<file path="src/hdl/buvc_pkg.sv">
// Shared constants, types and codes for the undervoltage cutoff and duty compensation block.
`default_nettype none

package buvc_pkg;

   // Field widths.
   localparam int VOLT_BITS = 16;
   localparam int DUTY_BITS = 16;
   localparam int CNT_BITS  = 16;

   // Derived arithmetic widths.
   localparam int PROD_W    = VOLT_BITS + DUTY_BITS;
   localparam int NUMER_W   = PROD_W + 2;
   localparam int REM_W     = VOLT_BITS + 1;
   localparam int DIV_CNT_W = $clog2(DUTY_BITS);

   // Stream payload widths, padded to whole bytes.
   localparam int REQ_FIELDS_W = VOLT_BITS + 1 + DUTY_BITS;
   localparam int REQ_DATA_W   = ((REQ_FIELDS_W + 7) / 8) * 8;
   localparam int RSP_FIELDS_W = 2 + DUTY_BITS;
   localparam int RSP_DATA_W   = ((RSP_FIELDS_W + 7) / 8) * 8;
   localparam int OP_W         = 2;
   localparam int CSR_IDX_W    = 3;
   localparam int CSR_DATA_W   = 16;

   // Register reset values.
   localparam logic [VOLT_BITS-1:0] RST_SAMPLE_MIN  = VOLT_BITS'(6000);
   localparam logic [VOLT_BITS-1:0] RST_SAMPLE_MAX  = VOLT_BITS'(13500);
   localparam logic [VOLT_BITS-1:0] RST_LOW_CUTOFF  = VOLT_BITS'(10500);
   localparam logic [VOLT_BITS-1:0] RST_RECOVER     = VOLT_BITS'(11100);
   localparam logic [CNT_BITS-1:0]  RST_CONFIRM     = CNT_BITS'(200);
   localparam logic [VOLT_BITS-1:0] RST_NOMINAL     = VOLT_BITS'(11100);
   localparam logic [DUTY_BITS-1:0] RST_MOTOR_LIMIT = DUTY_BITS'(8000);
   localparam logic [DUTY_BITS-1:0] RST_PWM_MAX     = DUTY_BITS'(10000);

   // Operation codes carried in the request tuser.
   typedef enum logic [OP_W-1:0] {
      OP_TICK    = 2'd0,
      OP_RECOVER = 2'd1,
      OP_DUTY    = 2'd2,
      OP_NONE    = 2'd3
   } op_type;

   // Configuration register indexes.
   typedef enum logic [CSR_IDX_W-1:0] {
      CSR_SAMPLE_MIN  = 3'd0,
      CSR_SAMPLE_MAX  = 3'd1,
      CSR_LOW_CUTOFF  = 3'd2,
      CSR_RECOVER     = 3'd3,
      CSR_CONFIRM     = 3'd4,
      CSR_NOMINAL     = 3'd5,
      CSR_MOTOR_LIMIT = 3'd6,
      CSR_PWM_MAX     = 3'd7
   } csr_idx_type;

   // Sequencer states.
   typedef enum logic [2:0] {
      ST_IDLE,
      ST_MUL_P,
      ST_MUL_L,
      ST_CMP,
      ST_DIV,
      ST_DONE
   } state_type;

   // Commands to the shared arithmetic unit.
   typedef enum logic [2:0] {
      DP_HOLD,
      DP_LOAD,
      DP_MUL_P,
      DP_MUL_L,
      DP_CMP,
      DP_DIV
   } dp_cmd_type;

   // Sequencer status towards the top level.
   typedef struct packed {
      logic ready;
      logic load_rsp;
   } ctrl_status_type;

endpackage

`default_nettype wire

</file>
<file path="src/hdl/buvc_datapath.sv">
// Shared multiplier and subtractor with the operand and quotient registers of the duty unit.
`default_nettype none

module buvc_datapath
   import buvc_pkg::*;
(
   input  wire logic                 clock,
   input  wire dp_cmd_type           cmd,
   input  wire logic [DUTY_BITS-1:0] duty_base,
   input  wire logic [VOLT_BITS-1:0] voltage_mv,
   input  wire logic [VOLT_BITS-1:0] nominal_mv,
   input  wire logic [DUTY_BITS-1:0] duty_lim,
   output logic                      sat,
   output logic [DUTY_BITS-1:0]      duty
);

   logic [DUTY_BITS-1:0] base_ff, base_in;
   logic [VOLT_BITS-1:0] volt_ff, volt_in;
   logic [PROD_W-1:0]    prod_ff, prod_in;
   logic [PROD_W-1:0]    lmul_ff, lmul_in;
   logic [REM_W-1:0]     rem_ff, rem_in;
   logic [DUTY_BITS-1:0] quot_ff, quot_in;
   logic                 sat_ff, sat_in;

   logic [DUTY_BITS-1:0] mul_a;
   logic [VOLT_BITS-1:0] mul_b;
   logic [PROD_W-1:0]    mul_p;
   logic [NUMER_W-1:0]   numer;
   logic [REM_W:0]       rem_sh;
   logic [PROD_W-1:0]    sub_a;
   logic [PROD_W-1:0]    sub_b;
   logic [PROD_W:0]      diff;
   logic                 borrow;

   // Shared multiplier: base times nominal, then limit times voltage.
   assign mul_a = (cmd == DP_MUL_P) ? base_ff : duty_lim;
   assign mul_b = (cmd == DP_MUL_P) ? nominal_mv : volt_ff;
   assign mul_p = PROD_W'(mul_a) * PROD_W'(mul_b);

   // Rounding numerator 2P + v for the half-up quotient.
   assign numer  = {1'b0, prod_ff, 1'b0} + NUMER_W'(volt_ff);
   assign rem_sh = {rem_ff, quot_ff[DUTY_BITS-1]};

   // Shared subtractor: saturation compare, then one restoring divide step per cycle.
   always_comb begin
      if (cmd == DP_DIV) begin
         sub_a = PROD_W'(rem_sh);
         sub_b = PROD_W'({volt_ff, 1'b0});
      end else begin
         sub_a = lmul_ff;
         sub_b = prod_ff;
      end
   end

   assign diff   = {1'b0, sub_a} - {1'b0, sub_b};
   assign borrow = diff[PROD_W];
   assign sat    = borrow;

   // Next values of the working registers.
   always_comb begin
      base_in = base_ff;
      volt_in = volt_ff;
      prod_in = prod_ff;
      lmul_in = lmul_ff;
      rem_in  = rem_ff;
      quot_in = quot_ff;
      sat_in  = sat_ff;
      unique case (cmd)
         DP_LOAD: begin
            base_in = duty_base;
            // A zero reading divides as one millivolt.
            volt_in = (voltage_mv == '0) ? VOLT_BITS'(1) : voltage_mv;
         end
         DP_MUL_P: begin
            prod_in = mul_p;
         end
         DP_MUL_L: begin
            lmul_in = mul_p;
         end
         DP_CMP: begin
            sat_in  = borrow;
            rem_in  = numer[DUTY_BITS +: REM_W];
            quot_in = numer[DUTY_BITS-1:0];
         end
         DP_DIV: begin
            rem_in  = borrow ? rem_sh[REM_W-1:0] : diff[REM_W-1:0];
            quot_in = {quot_ff[DUTY_BITS-2:0], ~borrow};
         end
         default: begin
         end
      endcase
   end

   always_ff @(posedge clock) begin
      base_ff <= base_in;
      volt_ff <= volt_in;
      prod_ff <= prod_in;
      lmul_ff <= lmul_in;
      rem_ff  <= rem_in;
      quot_ff <= quot_in;
      sat_ff  <= sat_in;
   end

   assign duty = sat_ff ? duty_lim : quot_ff;

endmodule

`default_nettype wire

</file>
<file path="src/hdl/buvc_ctrl.sv">
// Sequencer that steps the shared arithmetic unit through one duty calculation.
`default_nettype none

module buvc_ctrl
   import buvc_pkg::*;
(
   input  wire logic      clock,
   input  wire logic      reset,
   input  wire logic      req_tvalid,
   input  wire logic      calc_start,
   input  wire logic      sat,
   input  wire logic      rsp_free,
   output ctrl_status_type status,
   output dp_cmd_type      cmd
);

   state_type              state_ff, state_in;
   logic [DIV_CNT_W-1:0]   cnt_ff, cnt_in;
   logic                   accept;
   logic                   div_last;

   assign accept   = req_tvalid && (state_ff == ST_IDLE);
   assign div_last = (cnt_ff == DIV_CNT_W'(DUTY_BITS - 1));

   // Next state.
   always_comb begin
      state_in = state_ff;
      unique case (state_ff)
         ST_IDLE: begin
            if (accept) begin
               state_in = calc_start ? ST_MUL_P : ST_DONE;
            end
         end
         ST_MUL_P: state_in = ST_MUL_L;
         ST_MUL_L: state_in = ST_CMP;
         ST_CMP: begin
            state_in = sat ? ST_DONE : ST_DIV;
         end
         ST_DIV: begin
            if (div_last) begin
               state_in = ST_DONE;
            end
         end
         ST_DONE: begin
            if (rsp_free) begin
               state_in = ST_IDLE;
            end
         end
         default: state_in = ST_IDLE;
      endcase
   end

   // Outputs.
   always_comb begin
      status.ready    = 1'b0;
      status.load_rsp = 1'b0;
      cmd             = DP_HOLD;
      unique case (state_ff)
         ST_IDLE: begin
            status.ready = 1'b1;
            if (accept) begin
               cmd = DP_LOAD;
            end
         end
         ST_MUL_P: cmd = DP_MUL_P;
         ST_MUL_L: cmd = DP_MUL_L;
         ST_CMP:   cmd = DP_CMP;
         ST_DIV:   cmd = DP_DIV;
         ST_DONE:  status.load_rsp = rsp_free;
         default: begin
         end
      endcase
   end

   // Divide step counter.
   always_comb begin
      cnt_in = cnt_ff;
      if (state_ff == ST_CMP) begin
         cnt_in = '0;
      end else if (state_ff == ST_DIV) begin
         cnt_in = cnt_ff + DIV_CNT_W'(1);
      end
   end

   always_ff @(posedge clock) begin
      if (reset) begin
         state_ff <= ST_IDLE;
         cnt_ff   <= '0;
      end else begin
         state_ff <= state_in;
         cnt_ff   <= cnt_in;
      end
   end

endmodule

`default_nettype wire

</file>
<file path="src/hdl/battery_undervoltage_cutoff_duty_comp.sv">
// Top level of the battery undervoltage cutoff with duty voltage compensation.
// Each request transaction carries one operation (tick, recovery check or duty request) with a
// pack voltage sample. Ticks and recovery checks are decided in the cycle of acceptance; the
// done state then loads their response once the output register is free. A duty request with a
// valid sample and no cutoff latched runs on one shared 16 x 16 multiplier and one subtractor
// under a small sequencer: base times nominal, limit times voltage, a saturation compare and,
// unless the result saturates, one restoring divide step per duty bit (16). The block takes one
// request at a time; req_tready is low from acceptance until the response has been loaded into
// the output register, which then holds it until rsp_tready. Configuration writes are always
// ready and must only be issued while no transaction is outstanding.
`default_nettype none

module battery_undervoltage_cutoff_duty_comp
   import buvc_pkg::*;
(
   input  wire logic                  clock,
   input  wire logic                  reset,
   // Request stream.
   input  wire logic                  req_tvalid,
   output logic                       req_tready,
   input  wire logic [REQ_DATA_W-1:0] req_tdata,  // voltage_mv, motors_on, duty_base, pad
   input  wire logic [OP_W-1:0]       req_tuser,  // op
   // Response stream.
   output logic                       rsp_tvalid,
   input  wire logic                  rsp_tready,
   output logic [RSP_DATA_W-1:0]      rsp_tdata,  // trip, motor_allowed, duty, pad
   // Configuration write channel.
   input  wire logic                  csr_valid,
   output logic                       csr_ready,
   input  wire logic [CSR_IDX_W-1:0]  csr_index,
   input  wire logic [CSR_DATA_W-1:0] csr_data
);

   // Configuration registers.
   logic [VOLT_BITS-1:0] sample_min_ff, sample_max_ff, low_cutoff_ff, recover_ff, nominal_ff;
   logic [CNT_BITS-1:0]  confirm_ff;
   logic [DUTY_BITS-1:0] motor_limit_ff, pwm_max_ff;

   // Monitor state.
   logic [CNT_BITS-1:0]  count_ff, count_in;
   logic                 latched_ff, latched_in;

   // Pending response fields.
   logic                 pend_trip_ff, pend_trip_in;
   logic                 pend_calc_ff, pend_calc_in;

   // Output register.
   logic                 rsp_valid_ff, rsp_valid_in;
   logic                 rsp_trip_ff, rsp_allowed_ff;
   logic [DUTY_BITS-1:0] rsp_duty_ff;

   // Unpacked request fields.
   op_type               req_op;
   logic [VOLT_BITS-1:0] req_voltage_mv;
   logic                 req_motors_on;
   logic [DUTY_BITS-1:0] req_duty_base;

   ctrl_status_type      status;
   dp_cmd_type           dp_cmd;
   logic                 accept;
   logic                 sample_ok;
   logic                 calc_start;
   logic                 rsp_free;
   logic                 sat;
   logic [DUTY_BITS-1:0] duty_lim;
   logic [DUTY_BITS-1:0] dp_duty;
   logic [CNT_BITS-1:0]  count_inc;

   assign req_op         = op_type'(req_tuser);
   assign req_voltage_mv = req_tdata[VOLT_BITS-1:0];
   assign req_motors_on  = req_tdata[VOLT_BITS];
   assign req_duty_base  = req_tdata[VOLT_BITS+1 +: DUTY_BITS];

   assign req_tready = status.ready;
   assign accept     = req_tvalid && status.ready;
   assign rsp_free   = !rsp_valid_ff || rsp_tready;

   // Sample validity and the effective duty limit.
   assign sample_ok  = (req_voltage_mv >= sample_min_ff) && (req_voltage_mv <= sample_max_ff);
   assign duty_lim   = (motor_limit_ff < pwm_max_ff) ? motor_limit_ff : pwm_max_ff;
   assign calc_start = (req_op == OP_DUTY) && sample_ok && !latched_ff;
   assign count_inc  = (count_ff < confirm_ff) ? count_ff + CNT_BITS'(1) : count_ff;

   // Tick and recovery updates, decided at acceptance.
   always_comb begin
      count_in     = count_ff;
      latched_in   = latched_ff;
      pend_trip_in = pend_trip_ff;
      pend_calc_in = pend_calc_ff;
      if (accept) begin
         pend_trip_in = 1'b0;
         pend_calc_in = calc_start;
         unique case (req_op)
            OP_TICK: begin
               if (!latched_ff) begin
                  if (!req_motors_on) begin
                     count_in = '0;
                  end else if (!sample_ok || (req_voltage_mv <= low_cutoff_ff)) begin
                     count_in = count_inc;
                     if (count_inc >= confirm_ff) begin
                        latched_in   = 1'b1;
                        pend_trip_in = 1'b1;
                     end
                  end else begin
                     count_in = '0;
                  end
               end
            end
            OP_RECOVER: begin
               if (sample_ok && (req_voltage_mv >= recover_ff)) begin
                  count_in   = '0;
                  latched_in = 1'b0;
               end
            end
            OP_DUTY, OP_NONE: begin
            end
            default: begin
            end
         endcase
      end
   end

   always_ff @(posedge clock) begin
      if (reset) begin
         count_ff     <= '0;
         latched_ff   <= 1'b0;
         pend_trip_ff <= 1'b0;
         pend_calc_ff <= 1'b0;
      end else begin
         count_ff     <= count_in;
         latched_ff   <= latched_in;
         pend_trip_ff <= pend_trip_in;
         pend_calc_ff <= pend_calc_in;
      end
   end

   // Configuration register writes.
   assign csr_ready = 1'b1;

   always_ff @(posedge clock) begin
      if (reset) begin
         sample_min_ff  <= RST_SAMPLE_MIN;
         sample_max_ff  <= RST_SAMPLE_MAX;
         low_cutoff_ff  <= RST_LOW_CUTOFF;
         recover_ff     <= RST_RECOVER;
         confirm_ff     <= RST_CONFIRM;
         nominal_ff     <= RST_NOMINAL;
         motor_limit_ff <= RST_MOTOR_LIMIT;
         pwm_max_ff     <= RST_PWM_MAX;
      end else if (csr_valid) begin
         unique case (csr_idx_type'(csr_index))
            CSR_SAMPLE_MIN:  sample_min_ff  <= VOLT_BITS'(csr_data);
            CSR_SAMPLE_MAX:  sample_max_ff  <= VOLT_BITS'(csr_data);
            CSR_LOW_CUTOFF:  low_cutoff_ff  <= VOLT_BITS'(csr_data);
            CSR_RECOVER:     recover_ff     <= VOLT_BITS'(csr_data);
            CSR_CONFIRM:     confirm_ff     <= CNT_BITS'(csr_data);
            CSR_NOMINAL:     nominal_ff     <= VOLT_BITS'(csr_data);
            CSR_MOTOR_LIMIT: motor_limit_ff <= DUTY_BITS'(csr_data);
            CSR_PWM_MAX:     pwm_max_ff     <= DUTY_BITS'(csr_data);
            default: begin
            end
         endcase
      end
   end

   // Sequencer and shared arithmetic unit.
   buvc_ctrl u_ctrl (
      .clock      (clock),
      .reset      (reset),
      .req_tvalid (req_tvalid),
      .calc_start (calc_start),
      .sat        (sat),
      .rsp_free   (rsp_free),
      .status     (status),
      .cmd        (dp_cmd)
   );

   buvc_datapath u_datapath (
      .clock      (clock),
      .cmd        (dp_cmd),
      .duty_base  (req_duty_base),
      .voltage_mv (req_voltage_mv),
      .nominal_mv (nominal_ff),
      .duty_lim   (duty_lim),
      .sat        (sat),
      .duty       (dp_duty)
   );

   // Response output register.
   always_comb begin
      rsp_valid_in = rsp_valid_ff;
      if (status.load_rsp) begin
         rsp_valid_in = 1'b1;
      end else if (rsp_tready) begin
         rsp_valid_in = 1'b0;
      end
   end

   always_ff @(posedge clock) begin
      if (reset) begin
         rsp_valid_ff <= 1'b0;
      end else begin
         rsp_valid_ff <= rsp_valid_in;
      end
   end

   always_ff @(posedge clock) begin
      if (status.load_rsp) begin
         rsp_trip_ff    <= pend_trip_ff;
         rsp_allowed_ff <= !latched_ff;
         rsp_duty_ff    <= pend_calc_ff ? dp_duty : '0;
      end
   end

   assign rsp_tvalid = rsp_valid_ff;
   assign rsp_tdata  = RSP_DATA_W'({rsp_duty_ff, rsp_allowed_ff, rsp_trip_ff});

   // A response that reports a trip never allows the motors.
   a_trip_blocks_motor : assert property (@(posedge clock) disable iff (reset)
      rsp_valid_ff && rsp_trip_ff |-> !rsp_allowed_ff)
      else $error("trip reported with motors still allowed");

   // A non-zero duty is only produced while the motors are allowed.
   a_duty_needs_allowed : assert property (@(posedge clock) disable iff (reset)
      rsp_valid_ff && (rsp_duty_ff != '0) |-> rsp_allowed_ff)
      else $error("non-zero duty issued while cutoff latched");

   // The block takes one request at a time.
   a_one_in_flight : assert property (@(posedge clock) disable iff (reset)
      accept |=> !req_tready)
      else $error("request accepted while previous one still in progress");

endmodule

`default_nettype wire
</file>
<file path="config.mk">
export PLATFORM = sky130hd
export DESIGN_NAME = battery_undervoltage_cutoff_duty_comp
export DESIGN_NICKNAME = d
export VERILOG_FILES = /design/src/hdl/buvc_pkg.sv /design/src/hdl/buvc_datapath.sv /design/src/hdl/buvc_ctrl.sv /design/src/hdl/battery_undervoltage_cutoff_duty_comp.sv
export SDC_FILE = /design/constraint.sdc
export NUM_CORES = 1
export LEC_CHECK = 0
export BUFFER_PORTS_ARGS = -buffer_cell sky130_fd_sc_hd__buf_2
export CORE_ASPECT_RATIO = 1.1
export CORE_MARGIN = 5
export CORE_UTILIZATION = 45
export CTS_CLUSTER_DIAMETER = 120
export CTS_CLUSTER_SIZE = 24
export DETAILED_ROUTE_END_ITERATION = 8
export GPL_ROUTABILITY_DRIVEN = 0
export GPL_TIMING_DRIVEN = 0
export PLACE_DENSITY_LB_ADDON = 0.1
export SETUP_SLACK_MARGIN = 0.4
export SLEW_MARGIN = 5
export SYNTH_ARGS = -nofsm -noshare
export SYNTH_HDL_FRONTEND = slang
export SYNTH_HIERARCHICAL = 1
export SYNTH_SLANG_ARGS = --single-unit
</file>
<file path="constraint.sdc">
create_clock -name clock -period 10.99 [get_ports clock]
set_input_delay 2.198 -clock clock [delete_from_list [all_inputs] [get_ports clock]]
set_output_delay 2.198 -clock clock [all_outputs]
set_load 0.05 [all_outputs]
</file>
==> metrics.cfg <==
[clock_network]
cts_max_path_buffers=3
cts_setup_buffers=0
tritoncts=built
htree_levels=1
worstSkewPairLatency_ps=560
cts-root-buf=clkbuf_16
clkTransAtPathRegs_ps=100
cts.sinks=303
cts_buffers=16
hold_buffers=0

[placed_design]
post-place-cells=3672
io_buffer_count=60
dpl.hpwl_microns=63500
post-place-ws_ps=-409

[synthesis]
synthTopCellsByCount=nand2_1, inv_1, ha_1
yosys.cell_count.top_type=nand2_1
avgSynthCellArea_sq_um=9.07
synth_cell_types=95
synth_area_leaders=edfxtp_1, fa_1, ha_1
syn_inst=2849
synth_edf_count=148
synthFlopType=dfxtp_1
yosys_warnings=6
synth_top_area_share_pct=17.2
seq_area_frac_synth_pct=29.2
ys_async_sr_fraction_pct=0
ys_ff_latch=303
synth.cell_area_sq_um=25800
yosys.area.top_type=edfxtp_1

[cells_and_area]
nets=3463
area_delta_synth_final_pct=7.49
reg_top3=u_datapath/lmul_ff (32), u_datapath/prod_ff (32), u_datapath/rem_ff (17)
instances_no_fill=3701
layout-drive-gt1-share_pct=7.63

[die]
row_count=92
die_area_sq_um=62300
design.core.area_sq_um=57100
fp.dieH_microns=261
die_w_microns=238
io_pins=93
start_util_pct=45.2

[timing]
fin_crit_sh_pct=93.1
rsz0062_at_grt=no
finClkSkew_ps=38.3
finalWorstPathRequiredPeriod_ps=10230
tightest_slew_ps=1290
fin_tns_setup_ps=0
setup_violations=0
slew_viol_final=0
hold_viol=0
slew_headroom_pct=13.5
max_freq_mhz=97.7
worst_slack_ps=758

[route]
ant_nets=0
via_per_inst=5.59
via_count=20700
drcViolationCount=0
routedWlPerCell_microns=21.6
drtPass1Iterations=5
wl_microns=80000
first_iter_violations=1518

[min_path]
holdCritPathClass=reg2reg
worstHoldPathCells=0

[global_routing]
antenna_found_initial=2
grt_max_degree=42
grt_first_pass_wirelength_microns=123000
grt_pass1_vias=21300
gr-total-overflow=0
grt_use_total_pct=25.4

[run]
drv_cap=0

[setup_path]
worstPathRequired_ps=11330
arrival_ps=10580
crit_fanout=10
worstSetupStartpointType=primary input
crit_type=in2reg
rr_worst_depth=31
cp-end-kind=flop

[status]
status=finished, final reports clean

[worst max-delay path, stage by stage]
cell	delay, ps
buf_2	140
nor3_1	180
a211oi_2	140
nor3b_1	480
clkbuf_1	360
buf_2	370
mux2i_1	1030
nor2_1	120
fa_1	530
inv_1	50
fa_1	430
fa_1	520
fa_1	560
inv_1	50
fa_1	480
inv_1	60
fa_1	520
inv_1	50
ha_1	350
nand2_1	70
o21ai_0	230
a31oi_1	150
a31oi_1	420
a21boi_1	200
o21ai_0	410
nor4_1	120
nor3_2	320
[area by class of cell]
class                           count  area, sq um
Fill cell                        5534        29300
Multi-Input combinational cell   2080        16500
Sequential cell                   303         7550
Inverter                          341         1280
Tap cell                          752          941
Buffer                            130          632
Clock buffer                       25          434
Timing Repair Buffer               66          377
Clock inverter                      3         52.6
Antenna cell                        1         2.50
[final timing paths]
path | from | endpoint | slack, ps
setup / recovery | req_tvalid | u_datapath/prod_ff[31] | 760
hold / removal | pend_trip_ff | rsp_trip_ff | 460
setup reg to reg | pwm_max_ff[1] | u_datapath/prod_ff[31] | 1540
hold reg to reg | pend_trip_ff | rsp_trip_ff | 460
[per-stage QoR]
step                      instance area [sq um]  utilization (%)  hold WS [ps]
after floorplan                           25900                -           409
after global placement                    27100             47.5           429
after detailed placement                  27200             47.6           430
after CTS                                 27700             48.5           454
after global routing                      27800             48.6           463
final                                     27800             48.6           456
[what timing repair did]
| action | in CTS | in global routing |
|---|---|---|
| pin swaps | 0 | 0 |
| gates resized for setup | 8 | 20 |
| setup endpoints to repair | 6 | 14 |
[cells in the final DEF (no fill, tap or decap), types with 16 or more instances in the layout]
cell type	Yosys	routed
dfxtp_1	155	155
edfxtp_1	148	148
nor2_1	200	200
nor2b_1	21	20
nand2_1	506	506
and2_1	40	40
nand4_1	32	32
mux2_2	45	45
a21o_1	36	36
a21oi_1	183	183
a211o_1	18	18
clkbuf_2	15	19
nand3_1	54	54
buf_2	8	68
clkbuf_16	0	16
inv_1	340	340
nor3_1	24	23
fa_1	196	196
xnor2_1	48	48
ha_1	263	263
o211ai_1	29	29
xor2_1	29	29
mux2i_1	69	58
nand2b_1	22	22
clkbuf_1	78	83
o21ai_0	79	78
[cells by family after synthesis]
kind of cell	synth area share, %
mux	4.64
other cells	0.0291
fa+ha+maj	27.9
flops	29.2
compound gates	11.7
xor+xnor	2.61
buf+inv	7.35
simple gates	16.5
[routing by layer]
metal,wire length [microns],global-route usage (%),share of wire [%],vias up
met4,3960,10.1,5.0,2
met1,32400,31.8,41,10100
met2,38400,44.3,48,738
li1,-,-,-,9716
met3,5200,3.60,6.5,177
met5,8,0,0.010,-
Power is not shown: default switching activity piles up to over one toggle a cycle in this logic, so the estimate is an artifact.
